$ cat config.mk
export PLATFORM = sky130hd
export DESIGN_NAME = card_deck_shuffle_deal
export DESIGN_NICKNAME = d
export VERILOG_FILES = /design/src/rtl/cds_pkg.sv /design/src/rtl/cds_ram.sv /design/src/rtl/cds_draw.sv /design/src/rtl/card_deck_shuffle_deal.sv
export SDC_FILE = /design/constraint.sdc
export NUM_CORES = 2
export LEC_CHECK = 0
export ABC_AREA = 1
export BUFFER_PORTS_ARGS = -buffer_cell sky130_fd_sc_hd__buf_2
export CAP_MARGIN = 20
export CORE_UTILIZATION = 68
export DETAILED_ROUTE_END_ITERATION = 10
export PLACE_DENSITY = 0.85
export RECOVER_POWER = 50
export SLEW_MARGIN = 10
export SYNTH_ARGS = -nofsm -noshare
export SYNTH_HDL_FRONTEND = slang
export SYNTH_HIERARCHICAL = 1
export SYNTH_SLANG_ARGS = --single-unit
export TNS_END_PERCENT = 10
$ cat constraint.sdc
create_clock -name clk -period 10 [get_ports clk]
set_clock_uncertainty 0.2 [all_clocks]
set_input_delay 1.5 -clock clk [delete_from_list [all_inputs] [get_ports clk]]
set_output_delay 1.5 -clock clk [all_outputs]
set_load 0.02 [all_outputs]
$ cat src/rtl/cds_pkg.sv
// cds_pkg: shared constants, types and the xorshift32 step for the card deck block
// no dependencies
package cds_pkg;

  localparam int CARD_W = 6;
  localparam int OP_W = 3;
  localparam int IN_CARD_W = 8;
  localparam int RNG_W = 32;
  localparam int OUT_DW = 16;
  localparam logic [RNG_W-1:0] GOLDEN = 32'h9e3779b9;

  typedef enum logic [OP_W-1:0] {
    OP_FULL    = 3'd0,
    OP_MARK    = 3'd1,
    OP_BUILD   = 3'd2,
    OP_SHUFFLE = 3'd3,
    OP_DEAL    = 3'd4,
    OP_STACK   = 3'd5,
    OP_RESEED  = 3'd6,
    OP_NOP     = 3'd7
  } op_t;

  typedef enum logic [1:0] {
    ST_OK     = 2'd0,
    ST_EMPTY  = 2'd1,
    ST_REJECT = 2'd2
  } status_t;

  typedef struct packed {
    logic start;
    logic reseed;
  } draw_req_t;

  function automatic logic [RNG_W-1:0] xorshift(input logic [RNG_W-1:0] s);
    logic [RNG_W-1:0] x;
    x = s;
    x = x ^ (x << 13);
    x = x ^ (x >> 17);
    x = x ^ (x << 5);
    return x;
  endfunction

endpackage

$ cat src/rtl/cds_ram.sv
// cds_ram: generic simple dual port ram, one write port, one registered read port
// no dependencies
module cds_ram #(
  parameter int W = 6,
  parameter int D = 52,
  localparam int AW = $clog2(D)
) (
  input  logic          clk,
  input  logic          we,
  input  logic [AW-1:0] waddr,
  input  logic [W-1:0]  wdata,
  input  logic [AW-1:0] raddr,
  output logic [W-1:0]  rdata
);

  logic [W-1:0] mem_r [D];

  always_ff @(posedge clk) begin
    if (we) begin
      mem_r[waddr] <= wdata;
    end
    rdata <= mem_r[raddr];
  end

endmodule

$ cat src/rtl/cds_draw.sv
// cds_draw: xorshift32 generator with unbiased bounded draw (rejection + bit-serial remainder)
// depends on cds_pkg
module cds_draw import cds_pkg::*; #(
  parameter int NW = 6
) (
  input  logic             clk,
  input  logic             rst_n,
  input  draw_req_t        req,
  input  logic [NW-1:0]    n,
  input  logic [RNG_W-1:0] seed,
  output logic             done,
  output logic [NW-1:0]    value
);

  typedef enum logic [3:0] {
    D_IDLE = 4'b0001,
    D_BND  = 4'b0010,
    D_GEN  = 4'b0100,
    D_MOD  = 4'b1000
  } dstate_t;

  dstate_t          st_r, st_nxt;
  logic [RNG_W-1:0] rng_r, rng_nxt;
  logic [NW-1:0]    n_r, n_nxt;
  logic [NW-1:0]    rem_r, rem_nxt;
  logic [RNG_W-1:0] dvd_r, dvd_nxt;
  logic [4:0]       bit_r, bit_nxt;
  logic [RNG_W-1:0] bound_r, bound_nxt;
  logic             rzero_r, rzero_nxt;
  logic             done_r, done_nxt;
  logic [NW-1:0]    val_r, val_nxt;

  logic [NW:0]      t_w, tsub_w;
  logic [NW-1:0]    rem_step, rp1;
  logic [RNG_W-1:0] xs;

  always_comb begin
    t_w      = {rem_r, dvd_r[RNG_W-1]};
    tsub_w   = t_w - {1'b0, n_r};
    rem_step = (t_w >= {1'b0, n_r}) ? tsub_w[NW-1:0] : t_w[NW-1:0];
    rp1      = rem_step + NW'(1);
    xs       = xorshift(rng_r);

    st_nxt    = st_r;
    rng_nxt   = rng_r;
    n_nxt     = n_r;
    rem_nxt   = rem_r;
    dvd_nxt   = dvd_r;
    bit_nxt   = bit_r;
    bound_nxt = bound_r;
    rzero_nxt = rzero_r;
    done_nxt  = 1'b0;
    val_nxt   = val_r;

    unique case (st_r)
      D_IDLE: begin
        if (req.reseed) begin
          rng_nxt = (seed != '0) ? seed : GOLDEN;
        end
        if (req.start) begin
          n_nxt   = n;
          dvd_nxt = '1;
          rem_nxt = '0;
          bit_nxt = '0;
          st_nxt  = D_BND;
        end
      end
      // 0xffffffff mod n, then reject count and bound
      D_BND: begin
        rem_nxt = rem_step;
        dvd_nxt = dvd_r << 1;
        bit_nxt = bit_r + 5'd1;
        if (bit_r == 5'd31) begin
          rzero_nxt = (rp1 == n_r);
          bound_nxt = '0 - RNG_W'(rp1);
          st_nxt    = D_GEN;
        end
      end
      D_GEN: begin
        rng_nxt = xs;
        if (rzero_r || (xs < bound_r)) begin
          dvd_nxt = xs;
          rem_nxt = '0;
          bit_nxt = '0;
          st_nxt  = D_MOD;
        end
      end
      D_MOD: begin
        rem_nxt = rem_step;
        dvd_nxt = dvd_r << 1;
        bit_nxt = bit_r + 5'd1;
        if (bit_r == 5'd31) begin
          done_nxt = 1'b1;
          val_nxt  = rem_step;
          st_nxt   = D_IDLE;
        end
      end
      default: st_nxt = D_IDLE;
    endcase
  end

  always_ff @(posedge clk) begin
    if (!rst_n) begin
      st_r   <= D_IDLE;
      rng_r  <= GOLDEN;
      done_r <= 1'b0;
    end else begin
      st_r   <= st_nxt;
      rng_r  <= rng_nxt;
      done_r <= done_nxt;
    end
  end

  always_ff @(posedge clk) begin
    n_r     <= n_nxt;
    rem_r   <= rem_nxt;
    dvd_r   <= dvd_nxt;
    bit_r   <= bit_nxt;
    bound_r <= bound_nxt;
    rzero_r <= rzero_nxt;
    val_r   <= val_nxt;
  end

  assign done  = done_r;
  assign value = val_r;

endmodule

$ cat src/rtl/card_deck_shuffle_deal.sv
// card deck with fill, seen marks, shuffle, deal and stacked lists; one item at a time.
// full deck and build walk every card position; shuffle draws each swap index from the
// bit-serial remainder unit (a bound, then a remainder) and draws another generator word on
// each rejection; stack list end collects the undealt cards, checks each listed card and
// searches the deck positions for each listed card.
// results wait in an output register; reset (synchronous, rst_n low) empties the deck,
// clears marks and list, loads the seed constant
module card_deck_shuffle_deal import cds_pkg::*; #(
  parameter int CARDS = 52
) (
  input  logic                  clk,
  input  logic                  rst_n,
  input  logic                  in_tvalid,
  output logic                  in_tready,
  input  logic [IN_CARD_W-1:0]  in_tdata,   // [7:0] card
  input  logic [OP_W-1:0]       in_tuser,   // [2:0] operation
  input  logic                  in_tlast,
  output logic                  out_tvalid,
  input  logic                  out_tready,
  output logic [OUT_DW-1:0]     out_tdata,  // [5:0] dealt_card, [11:6] remaining
  output logic [2:0]            out_tuser,  // [0] card_valid, [2:1] status
  input  logic                  cfg_wr_en,
  input  logic [RNG_W-1:0]      cfg_wr_data
);

  localparam int IW = $clog2(CARDS);
  localparam int NW = $clog2(CARDS + 1);

  typedef enum logic [21:0] {
    S_IDLE    = 22'h000001,
    S_DISP    = 22'h000002,
    S_FILL    = 22'h000004,
    S_SH_TOP  = 22'h000008,
    S_SH_WAIT = 22'h000010,
    S_SH_RT   = 22'h000020,
    S_SH_RJ   = 22'h000040,
    S_SH_W1   = 22'h000080,
    S_SH_W2   = 22'h000100,
    S_VCHK    = 22'h000200,
    S_AV_RD   = 22'h000400,
    S_AV_CAP  = 22'h000800,
    S_CK_RD   = 22'h001000,
    S_CK_CAP  = 22'h002000,
    S_AP_K    = 22'h004000,
    S_AP_KC   = 22'h008000,
    S_AP_RD   = 22'h010000,
    S_AP_CMP  = 22'h020000,
    S_AP_DR   = 22'h040000,
    S_AP_W1   = 22'h080000,
    S_AP_W2   = 22'h100000,
    S_OUT     = 22'h200000
  } state_t;

  state_t               st_r, st_nxt;
  op_t                  op_r, op_nxt;
  logic [IN_CARD_W-1:0] card_r, card_nxt;
  logic                 last_r, last_nxt;
  logic [NW-1:0]        size_r, size_nxt;
  logic [NW-1:0]        dp_r, dp_nxt;
  logic [NW-1:0]        cnt_r, cnt_nxt;
  logic                 bad_r, bad_nxt;
  logic [CARDS-1:0]     seen_r, seen_nxt;
  logic [CARDS-1:0]     avail_r, avail_nxt;
  logic [NW-1:0]        i_r, i_nxt;
  logic [NW-1:0]        k_r, k_nxt;
  logic [IW-1:0]        pos_r, pos_nxt;
  logic [CARD_W-1:0]    sk_r, sk_nxt;
  logic [CARD_W-1:0]    tmp_r, tmp_nxt;
  logic [RNG_W-1:0]     seed_r;

  logic [CARD_W-1:0]    res_dealt_r, res_dealt_nxt;
  logic                 res_valid_r, res_valid_nxt;
  status_t              res_status_r, res_status_nxt;

  logic                 out_valid_r, out_valid_nxt;
  logic [CARD_W-1:0]    out_dealt_r, out_dealt_nxt;
  logic                 out_cvalid_r, out_cvalid_nxt;
  status_t              out_status_r, out_status_nxt;
  logic [CARD_W-1:0]    out_rem_r, out_rem_nxt;

  logic                 d_we, s_we;
  logic [IW-1:0]        d_waddr, d_raddr, s_waddr, s_raddr;
  logic [CARD_W-1:0]    d_wdata, d_rdata, s_wdata, s_rdata;

  draw_req_t            dr_req;
  logic                 dr_done;
  logic [NW-1:0]        dr_val;

  logic                 fin, out_free, out_load;
  logic [CARD_W-1:0]    fin_dealt, ld_dealt;
  logic                 fin_valid, ld_valid;
  status_t              fin_status, ld_status;
  logic [NW-1:0]        n_w, top_w, dst_w, j_w, rem_w;
  logic                 over_w;

  cds_ram #(.W(CARD_W), .D(CARDS)) u_deck (
    .clk   (clk),
    .we    (d_we),
    .waddr (d_waddr),
    .wdata (d_wdata),
    .raddr (d_raddr),
    .rdata (d_rdata)
  );

  cds_ram #(.W(CARD_W), .D(CARDS)) u_list (
    .clk   (clk),
    .we    (s_we),
    .waddr (s_waddr),
    .wdata (s_wdata),
    .raddr (s_raddr),
    .rdata (s_rdata)
  );

  cds_draw #(.NW(NW)) u_draw (
    .clk   (clk),
    .rst_n (rst_n),
    .req   (dr_req),
    .n     (n_w),
    .seed  (seed_r),
    .done  (dr_done),
    .value (dr_val)
  );

  assign in_tready = (st_r == S_IDLE);
  assign out_free  = !out_valid_r || out_tready;
  assign n_w       = i_r - dp_r;
  assign top_w     = i_r - NW'(1);
  assign dst_w     = dp_r + k_r;
  assign j_w       = dp_r + dr_val;
  assign over_w    = ({1'b0, dp_r} + {1'b0, cnt_r}) > {1'b0, size_r};

  always_comb begin
    st_nxt    = st_r;
    op_nxt    = op_r;
    card_nxt  = card_r;
    last_nxt  = last_r;
    size_nxt  = size_r;
    dp_nxt    = dp_r;
    cnt_nxt   = cnt_r;
    bad_nxt   = bad_r;
    seen_nxt  = seen_r;
    avail_nxt = avail_r;
    i_nxt     = i_r;
    k_nxt     = k_r;
    pos_nxt   = pos_r;
    sk_nxt    = sk_r;
    tmp_nxt   = tmp_r;

    d_we    = 1'b0;
    d_waddr = pos_r;
    d_wdata = tmp_r;
    d_raddr = dp_r[IW-1:0];
    s_we    = 1'b0;
    s_waddr = cnt_r[IW-1:0];
    s_wdata = card_r[CARD_W-1:0];
    s_raddr = k_r[IW-1:0];
    dr_req  = '0;

    fin        = 1'b0;
    fin_dealt  = '0;
    fin_valid  = 1'b0;
    fin_status = ST_OK;

    unique case (st_r)
      S_IDLE: begin
        // deck ram reads deal_position every idle cycle for a deal
        if (in_tvalid) begin
          op_nxt   = op_t'(in_tuser);
          card_nxt = in_tdata;
          last_nxt = in_tlast;
          st_nxt   = S_DISP;
        end
      end
      S_DISP: begin
        unique case (op_r)
          OP_FULL: begin
            size_nxt = NW'(CARDS);
            dp_nxt   = '0;
            i_nxt    = '0;
            st_nxt   = S_FILL;
          end
          OP_BUILD: begin
            size_nxt = '0;
            dp_nxt   = '0;
            i_nxt    = '0;
            st_nxt   = S_FILL;
          end
          OP_MARK: begin
            if (card_r < IN_CARD_W'(CARDS)) begin
              seen_nxt[card_r[IW-1:0]] = 1'b1;
            end
            fin = 1'b1;
          end
          OP_SHUFFLE: begin
            i_nxt  = size_r;
            st_nxt = S_SH_TOP;
          end
          OP_DEAL: begin
            if (dp_r >= size_r) begin
              fin_status = ST_EMPTY;
            end else begin
              fin_dealt = d_rdata;
              fin_valid = 1'b1;
              dp_nxt    = dp_r + NW'(1);
            end
            fin = 1'b1;
          end
          OP_STACK: begin
            if (card_r >= IN_CARD_W'(CARDS) || cnt_r >= NW'(CARDS)) begin
              bad_nxt = 1'b1;
            end else begin
              s_we    = 1'b1;
              cnt_nxt = cnt_r + NW'(1);
            end
            if (last_r) begin
              st_nxt = S_VCHK;
            end else begin
              fin = 1'b1;
            end
          end
          OP_RESEED: begin
            dr_req.reseed = 1'b1;
            fin           = 1'b1;
          end
          OP_NOP: fin = 1'b1;
          default: fin = 1'b1;
        endcase
      end
      S_FILL: begin
        if (op_r == OP_FULL) begin
          d_we    = 1'b1;
          d_waddr = i_r[IW-1:0];
          d_wdata = CARD_W'(i_r);
        end else begin
          if (!seen_r[i_r[IW-1:0]]) begin
            d_we     = 1'b1;
            d_waddr  = size_r[IW-1:0];
            d_wdata  = CARD_W'(i_r);
            size_nxt = size_r + NW'(1);
          end
          seen_nxt[i_r[IW-1:0]] = 1'b0;
        end
        i_nxt = i_r + NW'(1);
        if (i_r == NW'(CARDS - 1)) begin
          fin = 1'b1;
        end
      end
      S_SH_TOP: begin
        if (n_w >= NW'(2)) begin
          dr_req.start = 1'b1;
          st_nxt       = S_SH_WAIT;
        end else begin
          fin = 1'b1;
        end
      end
      S_SH_WAIT: begin
        if (dr_done) begin
          pos_nxt = j_w[IW-1:0];
          st_nxt  = S_SH_RT;
        end
      end
      S_SH_RT: begin
        d_raddr = top_w[IW-1:0];
        st_nxt  = S_SH_RJ;
      end
      S_SH_RJ: begin
        tmp_nxt = d_rdata;
        d_raddr = pos_r;
        st_nxt  = S_SH_W1;
      end
      S_SH_W1: begin
        d_we    = 1'b1;
        d_waddr = top_w[IW-1:0];
        d_wdata = d_rdata;
        st_nxt  = S_SH_W2;
      end
      S_SH_W2: begin
        d_we    = 1'b1;
        d_waddr = pos_r;
        d_wdata = tmp_r;
        i_nxt   = top_w;
        st_nxt  = S_SH_TOP;
      end
      S_VCHK: begin
        if (bad_r || over_w) begin
          fin        = 1'b1;
          fin_status = ST_REJECT;
          cnt_nxt    = '0;
          bad_nxt    = 1'b0;
        end else begin
          avail_nxt = '0;
          i_nxt     = dp_r;
          st_nxt    = S_AV_RD;
        end
      end
      // collect undealt cards into a bitmap
      S_AV_RD: begin
        d_raddr = i_r[IW-1:0];
        st_nxt  = S_AV_CAP;
      end
      S_AV_CAP: begin
        avail_nxt[d_rdata[IW-1:0]] = 1'b1;
        i_nxt = i_r + NW'(1);
        if ((i_r + NW'(1)) == size_r) begin
          k_nxt  = '0;
          st_nxt = S_CK_RD;
        end else begin
          st_nxt = S_AV_RD;
        end
      end
      // each listed card consumes its bit, so a duplicate finds it gone
      S_CK_RD: begin
        s_raddr = k_r[IW-1:0];
        st_nxt  = S_CK_CAP;
      end
      S_CK_CAP: begin
        if (!avail_r[s_rdata[IW-1:0]]) begin
          fin        = 1'b1;
          fin_status = ST_REJECT;
          cnt_nxt    = '0;
          bad_nxt    = 1'b0;
        end else begin
          avail_nxt[s_rdata[IW-1:0]] = 1'b0;
          if ((k_r + NW'(1)) == cnt_r) begin
            k_nxt  = '0;
            st_nxt = S_AP_K;
          end else begin
            k_nxt  = k_r + NW'(1);
            st_nxt = S_CK_RD;
          end
        end
      end
      S_AP_K: begin
        s_raddr = k_r[IW-1:0];
        st_nxt  = S_AP_KC;
      end
      S_AP_KC: begin
        sk_nxt = s_rdata;
        i_nxt  = dst_w;
        st_nxt = S_AP_RD;
      end
      S_AP_RD: begin
        d_raddr = i_r[IW-1:0];
        st_nxt  = S_AP_CMP;
      end
      S_AP_CMP: begin
        if (d_rdata == sk_r) begin
          pos_nxt = i_r[IW-1:0];
          st_nxt  = S_AP_DR;
        end else begin
          i_nxt  = i_r + NW'(1);
          st_nxt = S_AP_RD;
        end
      end
      S_AP_DR: begin
        d_raddr = dst_w[IW-1:0];
        st_nxt  = S_AP_W1;
      end
      S_AP_W1: begin
        d_we    = 1'b1;
        d_waddr = pos_r;
        d_wdata = d_rdata;
        st_nxt  = S_AP_W2;
      end
      S_AP_W2: begin
        d_we    = 1'b1;
        d_waddr = dst_w[IW-1:0];
        d_wdata = sk_r;
        k_nxt   = k_r + NW'(1);
        if ((k_r + NW'(1)) == cnt_r) begin
          fin     = 1'b1;
          cnt_nxt = '0;
          bad_nxt = 1'b0;
        end else begin
          st_nxt = S_AP_K;
        end
      end
      S_OUT: begin
        if (out_free) begin
          st_nxt = S_IDLE;
        end
      end
      default: st_nxt = S_IDLE;
    endcase

    // result goes straight to the output register when it is free
    res_dealt_nxt  = res_dealt_r;
    res_valid_nxt  = res_valid_r;
    res_status_nxt = res_status_r;
    out_load       = 1'b0;
    ld_dealt       = res_dealt_r;
    ld_valid       = res_valid_r;
    ld_status      = res_status_r;
    if (fin) begin
      ld_dealt  = fin_dealt;
      ld_valid  = fin_valid;
      ld_status = fin_status;
      if (out_free) begin
        out_load = 1'b1;
        st_nxt   = S_IDLE;
      end else begin
        res_dealt_nxt  = fin_dealt;
        res_valid_nxt  = fin_valid;
        res_status_nxt = fin_status;
        st_nxt         = S_OUT;
      end
    end else if (st_r == S_OUT && out_free) begin
      out_load = 1'b1;
    end

    rem_w          = size_nxt - dp_nxt;
    out_dealt_nxt  = out_dealt_r;
    out_cvalid_nxt = out_cvalid_r;
    out_status_nxt = out_status_r;
    out_rem_nxt    = out_rem_r;
    if (out_load) begin
      out_valid_nxt  = 1'b1;
      out_dealt_nxt  = ld_dealt;
      out_cvalid_nxt = ld_valid;
      out_status_nxt = ld_status;
      out_rem_nxt    = CARD_W'(rem_w);
    end else if (out_tready) begin
      out_valid_nxt = 1'b0;
    end else begin
      out_valid_nxt = out_valid_r;
    end
  end

  always_ff @(posedge clk) begin
    if (!rst_n) begin
      st_r        <= S_IDLE;
      size_r      <= '0;
      dp_r        <= '0;
      cnt_r       <= '0;
      bad_r       <= 1'b0;
      seen_r      <= '0;
      out_valid_r <= 1'b0;
      seed_r      <= GOLDEN;
    end else begin
      st_r        <= st_nxt;
      size_r      <= size_nxt;
      dp_r        <= dp_nxt;
      cnt_r       <= cnt_nxt;
      bad_r       <= bad_nxt;
      seen_r      <= seen_nxt;
      out_valid_r <= out_valid_nxt;
      if (cfg_wr_en) begin
        seed_r <= cfg_wr_data;
      end
    end
  end

  always_ff @(posedge clk) begin
    op_r         <= op_nxt;
    card_r       <= card_nxt;
    last_r       <= last_nxt;
    avail_r      <= avail_nxt;
    i_r          <= i_nxt;
    k_r          <= k_nxt;
    pos_r        <= pos_nxt;
    sk_r         <= sk_nxt;
    tmp_r        <= tmp_nxt;
    res_dealt_r  <= res_dealt_nxt;
    res_valid_r  <= res_valid_nxt;
    res_status_r <= res_status_nxt;
    out_dealt_r  <= out_dealt_nxt;
    out_cvalid_r <= out_cvalid_nxt;
    out_status_r <= out_status_nxt;
    out_rem_r    <= out_rem_nxt;
  end

  assign out_tvalid = out_valid_r;
  assign out_tdata  = {(OUT_DW - 2 * CARD_W)'(0), out_rem_r, out_dealt_r};
  assign out_tuser  = {out_status_r, out_cvalid_r};

  a_dp_le_size: assert property (@(posedge clk) disable iff (!rst_n)
    dp_r <= size_r)
    else $error("deal position past deck size");

  a_draw_range: assert property (@(posedge clk) disable iff (!rst_n)
    (st_r == S_SH_WAIT) && dr_done |-> dr_val < n_w)
    else $error("draw result not below bound");

  a_deck_waddr: assert property (@(posedge clk) disable iff (!rst_n)
    d_we |-> int'(d_waddr) < CARDS)
    else $error("deck write outside store");

  a_card_ok: assert property (@(posedge clk) disable iff (!rst_n)
    out_valid_r && out_cvalid_r |-> out_status_r == ST_OK)
    else $error("dealt card with error status");

endmodule
[Word-level counts from Yosys, hierarchy flattened]
Memories as Yosys holds them, arrays and structs flattened. A register that Yosys moved wholly into a read port is not among the register bits.
Index checks and enable logic that the tools add are counted.
Word-level totals
  memories: 2
  register bits after elaboration: 369
  input bits: 49
  memory bits (writable): 624
Operators by class
  eq/ne operators: 70
  add/sub/neg operators: 15
  bitwise gates (word level): 10
  reduce and logical (&&, ||, !) cells: 45
  order comparisons: 16
  muxes and demuxes: 131
Memories
  u_deck.mem_r: depth 52, width 6, rd ports 1, clocked after Yosys merged registers in 1, write ports 1, RTL line cds_ram.sv:16  | logic [W-1:0] mem_r [D];
  u_list.mem_r: depth 52, width 6, rd ports 1, clocked after Yosys merged registers in 1, write ports 1, RTL line cds_ram.sv:16
Operators by type and width (count)
  22-bit one-hot mux with 22 select lines: 1
  52-bit two-way mux: 5
  22-bit two-way mux: 10
  6-bit two-way mux: 27
  52-bit one-hot mux with 3 select lines: 1
  32-bit two-way mux: 4
  52-bit AND: 2
  52-bit NOT: 2
  52-bit bitwise OR: 2
  52-bit one-hot mux with 2 select lines: 1
  32-bit one-hot mux with 3 select lines: 1
  6-bit one-hot mux with 3 select lines: 4
  22-bit one-hot mux with 3 select lines: 1
  32-bit one-hot mux with 2 select lines: 1
  32-bit XOR: 2
  6-bit one-hot mux with 2 select lines: 5
  6-bit one-hot mux with 4 select lines: 2
  1-bit two-way mux: 42
  6-bit by 1-bit adder with 6-bit output, second input constant: 6
  6-bit one-hot mux with 6 select lines: 1
  32-bit < comparator: 1
  32-bit nonzero test: 1
  32-bit by 15-bit XOR with 32-bit output: 1
  2-bit != test, second input constant: 15
  other kinds (82): 149

[Longest topological paths before layout]
  depth in word-level cells: 8
  gate-level depth with buffers: 30
  mapped depth without buffers: 27

[By module]
Netlist, hierarchy kept.
By module, submodules not included
  card_deck_shuffle_deal: cells each 2069, area each 15073.2 µm², instances 1, seq. area each 6065.8 µm²
  cds_ram (u_deck): cells each 1127, area each 13136.3 µm², instances 1, seq. area each 9489.1 µm²
  cds_ram (u_list): cells each 1112, area each 13043.8 µm², instances 1, seq. area each 9489.1 µm²
  cds_draw: cells each 690, area each 5972.0 µm², instances 1, seq. area each 2632.5 µm²

[Worst setup path before layout]
Ideal clock, no wire load.
  kind: flip-flop to flip-flop
  start point: register dp_r[0]
  end point: register avail_r[0], enable pin
  arrival time: 4.840 ns
  cell stages (with the launch flop): 19
  library setup time: 0.493 ns
  required time: 9.307 ns
  path slack: 4.467 ns
  path through: dfxtp_1 ha_1 fa_1 nand3_1 nand3_1 xnor2_1 inv_1 ha_1 nand2_1 inv_1 nand2_1 nand2_1 nand2_1 nand2_1 nand2_1 nand2_1 nand2_1 nand2_1 a31oi_1
Between the ends
  cells in the longest elaborated chain, start to end: 5
Ends and longest elaborated chain
  from (decl): RTL line card_deck_shuffle_deal.sv:59  | logic [NW-1:0] dp_r, dp_nxt;
  from (signal assigned): RTL line card_deck_shuffle_deal.sv:442  | dp_r <= dp_nxt;
  6-bit by 6-bit adder with 7-bit output: RTL line card_deck_shuffle_deal.sv:130  | assign over_w = ({1'b0, dp_r} + {1'b0, cnt_r}) > {1'b0, size_r};
  7-bit by 6-bit greater-than comparator with 1-bit output: RTL line card_deck_shuffle_deal.sv:130
  1-bit logical OR: RTL line card_deck_shuffle_deal.sv:285  | if (bad_r || over_w) begin
  2-bit != test (no source line)
  3-bit AND reduction (no source line)
  to (signal assigned): RTL line card_deck_shuffle_deal.sv:457  | avail_r <= avail_nxt;
  to (decl): RTL line card_deck_shuffle_deal.sv:63  | logic [CARDS-1:0] avail_r, avail_nxt;
Every way passes these cells.
A chain may end at the register's enable or synchronous reset.

[Final worst setup path]
  start point: register i_r[0]
  end point: memory u_deck.mem_r[28][3], enable pin
Between the ends
  elaborated cells between the ends (all ways): 11
  classes of those cells: add/sub: 1; mux: 10
RTL lines
  from (decl): RTL line card_deck_shuffle_deal.sv:64  | logic [NW-1:0] i_r, i_nxt;
  from (signal assigned): RTL line card_deck_shuffle_deal.sv:458  | i_r <= i_nxt;
  1-bit binary-select mux with 6-bit select: RTL line card_deck_shuffle_deal.sv:235  | if (!seen_r[i_r[IW-1:0]]) begin
  1-bit two-way mux (implied by the code): RTL line card_deck_shuffle_deal.sv:235
  6-bit two-way mux: RTL line card_deck_shuffle_deal.sv:235
  6-bit two-way mux: RTL line card_deck_shuffle_deal.sv:230  | if (op_r == OP_FULL) begin
  6-bit one-hot mux with 3 select lines *: RTL line card_deck_shuffle_deal.sv:164  | unique case (st_r)
  named net d_waddr[2]: RTL line card_deck_shuffle_deal.sv:82  | logic [IW-1:0] d_waddr, d_raddr, s_waddr, s_raddr;
  to (decl): RTL line cds_ram.sv:16
Mark *: on every way through the listed nets, which the timed path passes. The rest lies on a longest branch. The select of a mux whose other input is x is not followed.

==> results.md <==
- Congestion Overflow GR: 0
- CTS tree: done
- H-tree depth: 3
- Core box area: 0.0687 sq mm
- CTS Root Cell: clkbuf_16
- Failing checks: max-capacitance violations, max-slew violations
- P&R area growth vs syn: 7.81%
- Sw frac: 25.5%
- Number of synthesized flops with an enable pin: 805
- Adder-cell share of the synthesized area: 2.51%
- Hold Path Depth: 2
- Hold_buf cts: 0
- Gate power share: 10.4%
- Hold WS: 287 ps
- Worst hold path type: reg2reg
- Cell Rows: 96
- Die Area: 0.0705 sq mm
- Clock share of power: 39.1%
- Startpoint type of the worst setup path: flip-flop
- Worst-path fanout max: 37
- Post-DP HPWL: 81.9 mm
- # nets final: 5132
- CTS clk-pin slew, worst paths: 60 ps
- Critical path class: reg2reg
- Syn Area/Cell: 9.45 sq um
- DRC Markers: 0
- Slew margin rel.: -215%
- Final min period: 7330 ps
- Cells after Synth: 4998
- Vias in the first global route: 35900
- Effective utilization at floorplan: 68.7%
- GR Util met3: 5.77%
- Die height: 266 um
- Initial antenna violation count: 0
- Number of fill cells: 4818
- Max rail drop VDD: 0.179 mV
- DR WL/cell: 21.3 um
- # setup viols final: 0
- Total negative slack: 0 ps
- Total Power: 9.22 mW
- PwrDens: 181 mW/mm^2
- Diode count: 0
- Total track usage: 36.0%
- Post-synthesis mux area share: 0%
- Switching power: 2.35 mW
- Max Freq: 137 MHz
- Met1 global-route usage: 48.2%
- Sequential element share of the synthesized area: 58.6%
- I/O Buffers: 65
- Clock latency on the worst-skew pair: 690 ps
- Post-CTS Setup Inserts: 0
- MaxCap Viol Count: 13
- Via count: 38100
- Post-Synth XOR/XNOR Area: 2.06%
- Top Ports: 70
- Critical Path End Type: flip-flop
- RSZ-0062 raised after global routing: false
- Yosys Warn Count: 6
- Count of cell types in the netlist: 63
- Asr flop ratio synth: 0%
- Via density: 6.34
- Largest net degree at the start of global routing: 176
- Clock Path Buffers: 3
- Die width: 266 um
- Final WS setup: 2670 ps
- Post-CTS resize count: 0
- Total wire length: 128 mm
- Reg power frac: 50.6%
- Combinational family with the most area after synthesis: simple AND/OR/NAND/NOR gates
- First drt pass iteration count: 11
- Final worst-path cycle share: 73.3%
- Commonest cells after routing, fill and taps aside: 1214 x nand2_1, 805 x edfxtp_1, 626 x nand3_1
- R2R cell count: 19
- Simple-Gate Fraction of Synth Area: 23.3%
- Sinks on Clock Net: 980
- Top Usage Layer GRT: met2
- Worst slew pin tran: 4730 ps
- Arrival time worst endpoint: 7420 ps
- Post-synthesis cell area: 0.0472 sq mm
- Commonest non-fill, non-tap cell in the layout: nand2_1
- Ys flop type: edfxtp_1
- Status: finished, violations left
- Met2 Usage GRT: 58.5%
- Static Leak: 19.2 nW
- CTS buffer count: 96
- Pre-CTS WS: 4440 ps
- DR iter-0 viols: 5494
- First-pass GRT wire length: 197 mm
- Routability cong.: 1.02
- Final Slew Violations: 763
- Internal power: 6.86 mW
- Post-synthesis register bit count: 980
- Compound-gate portion of the synthesized area: 8.12%
- Final-report hold violation count: 0
- Final antenna-violating net count: 0
- Worst EP required: 10100 ps
- Layout cells sized above 1: 5.46%
flip-flops by register name (all words and copies together), names as in the netlist, 7 cells and up:
signal,flops
seed_r,32
card_r,8
avail_r,52
u_draw/dvd_r,32
u_draw/bound_r,7
u_draw/rng_r,32
st_r,22
u_deck/mem_r,312
u_list/mem_r,312
seen_r,52
per-layer routing:
| metal | vias up | wire length [um] |
|---|---|---|
| met3 | 434 | 13500 |
| li1 | 17200 | - |
| met2 | 2558 | 60600 |
| met5 | - | 0 |
| met1 | 17800 | 48300 |
| met4 | 0 | 5630 |
path summary, 6_finish.rpt:
check,startpoint,to,slack [ps]
setup / recovery,i_r[0],u_deck/mem_r[28][3],2670
hold / removal,seed_r[27],seed_r[27],290
setup reg to reg,i_r[0],u_deck/mem_r[28][3],2670
hold reg to reg,seed_r[27],seed_r[27],290
cell families (layout without fill, tap and decap cells):
group           count (synthesis)  count (layout)
other cells                     1               4
fa+ha+maj                      91              91
buf+inv                       566             639
xor+xnor                      111             111
simple gates                 2579            2579
compound gates                670             670
flops                         980             980
power groups by stage:
stage	sequential, mW	combinational (mW)	clock (mW)
after floorplan	4.75	0.644	0
after global placement	4.73	0.939	0
after detailed placement	4.73	0.958	0
after CTS	4.65	0.966	3.62
after global routing	4.67	1.05	3.78
final	4.66	0.956	3.60
synth_stat cells, types with 26 or more instances:
library cell | count | area, sq um
xor2_1 | 76 | 666
o211ai_1 | 88 | 661
nand4_1 | 53 | 332
buf_4 | 35 | 263
buf_2 | 76 | 380
ha_1 | 85 | 1060
nand2_1 | 1210 | 4540
clkbuf_1 | 86 | 323
dfxtp_1 | 175 | 3500
o21ai_0 | 177 | 886
xnor2_1 | 35 | 307
inv_1 | 306 | 1150
edfxtp_1 | 805 | 24200
o21ai_1 | 68 | 340
nor2_1 | 547 | 2050
a21oi_1 | 235 | 1180
buf_6 | 26 | 293
nor3_1 | 70 | 350
nand3_1 | 625 | 3130
area by class of cell:
cell class	instances	area (sq um)	share of cell area, %
flip-flops and latches	980	27700	54.4
multi-input cells	3455	17000	33.3
clock buffers	130	2640	5.18
inverters	332	1250	2.46
well taps	931	1160	2.29
repair buffers	127	707	1.39
clock inverters	50	503	0.988
worst max-delay path, cell delays in order, from the launching register on:
cell,delay (ps)
edfxtp_1,340
clkbuf_1,1490
inv_1,1340
nand2_1,280
nand2_1,100
nand2_1,70
nand2_1,70
nand2_1,60
nand2_1,70
nand2_1,50
nand2_1,60
nor2_1,140
nand2_1,180
nor2_1,530
nand3_1,140
a31oi_1,490
inv_1,180
nor3_1,430
inv_1,230
nor2_1,470
per-stage QoR:
step,area (sq um),utilization (%),std cells
final,50900,74.1,6005
after global routing,50900,74.1,6005
after CTS,51000,74.3,5998
after detailed placement,47900,69.7,5818
after global placement,47900,69.6,5811
after floorplan,47200,-,5001
Note: power is estimated with default switching activity, not from simulation.
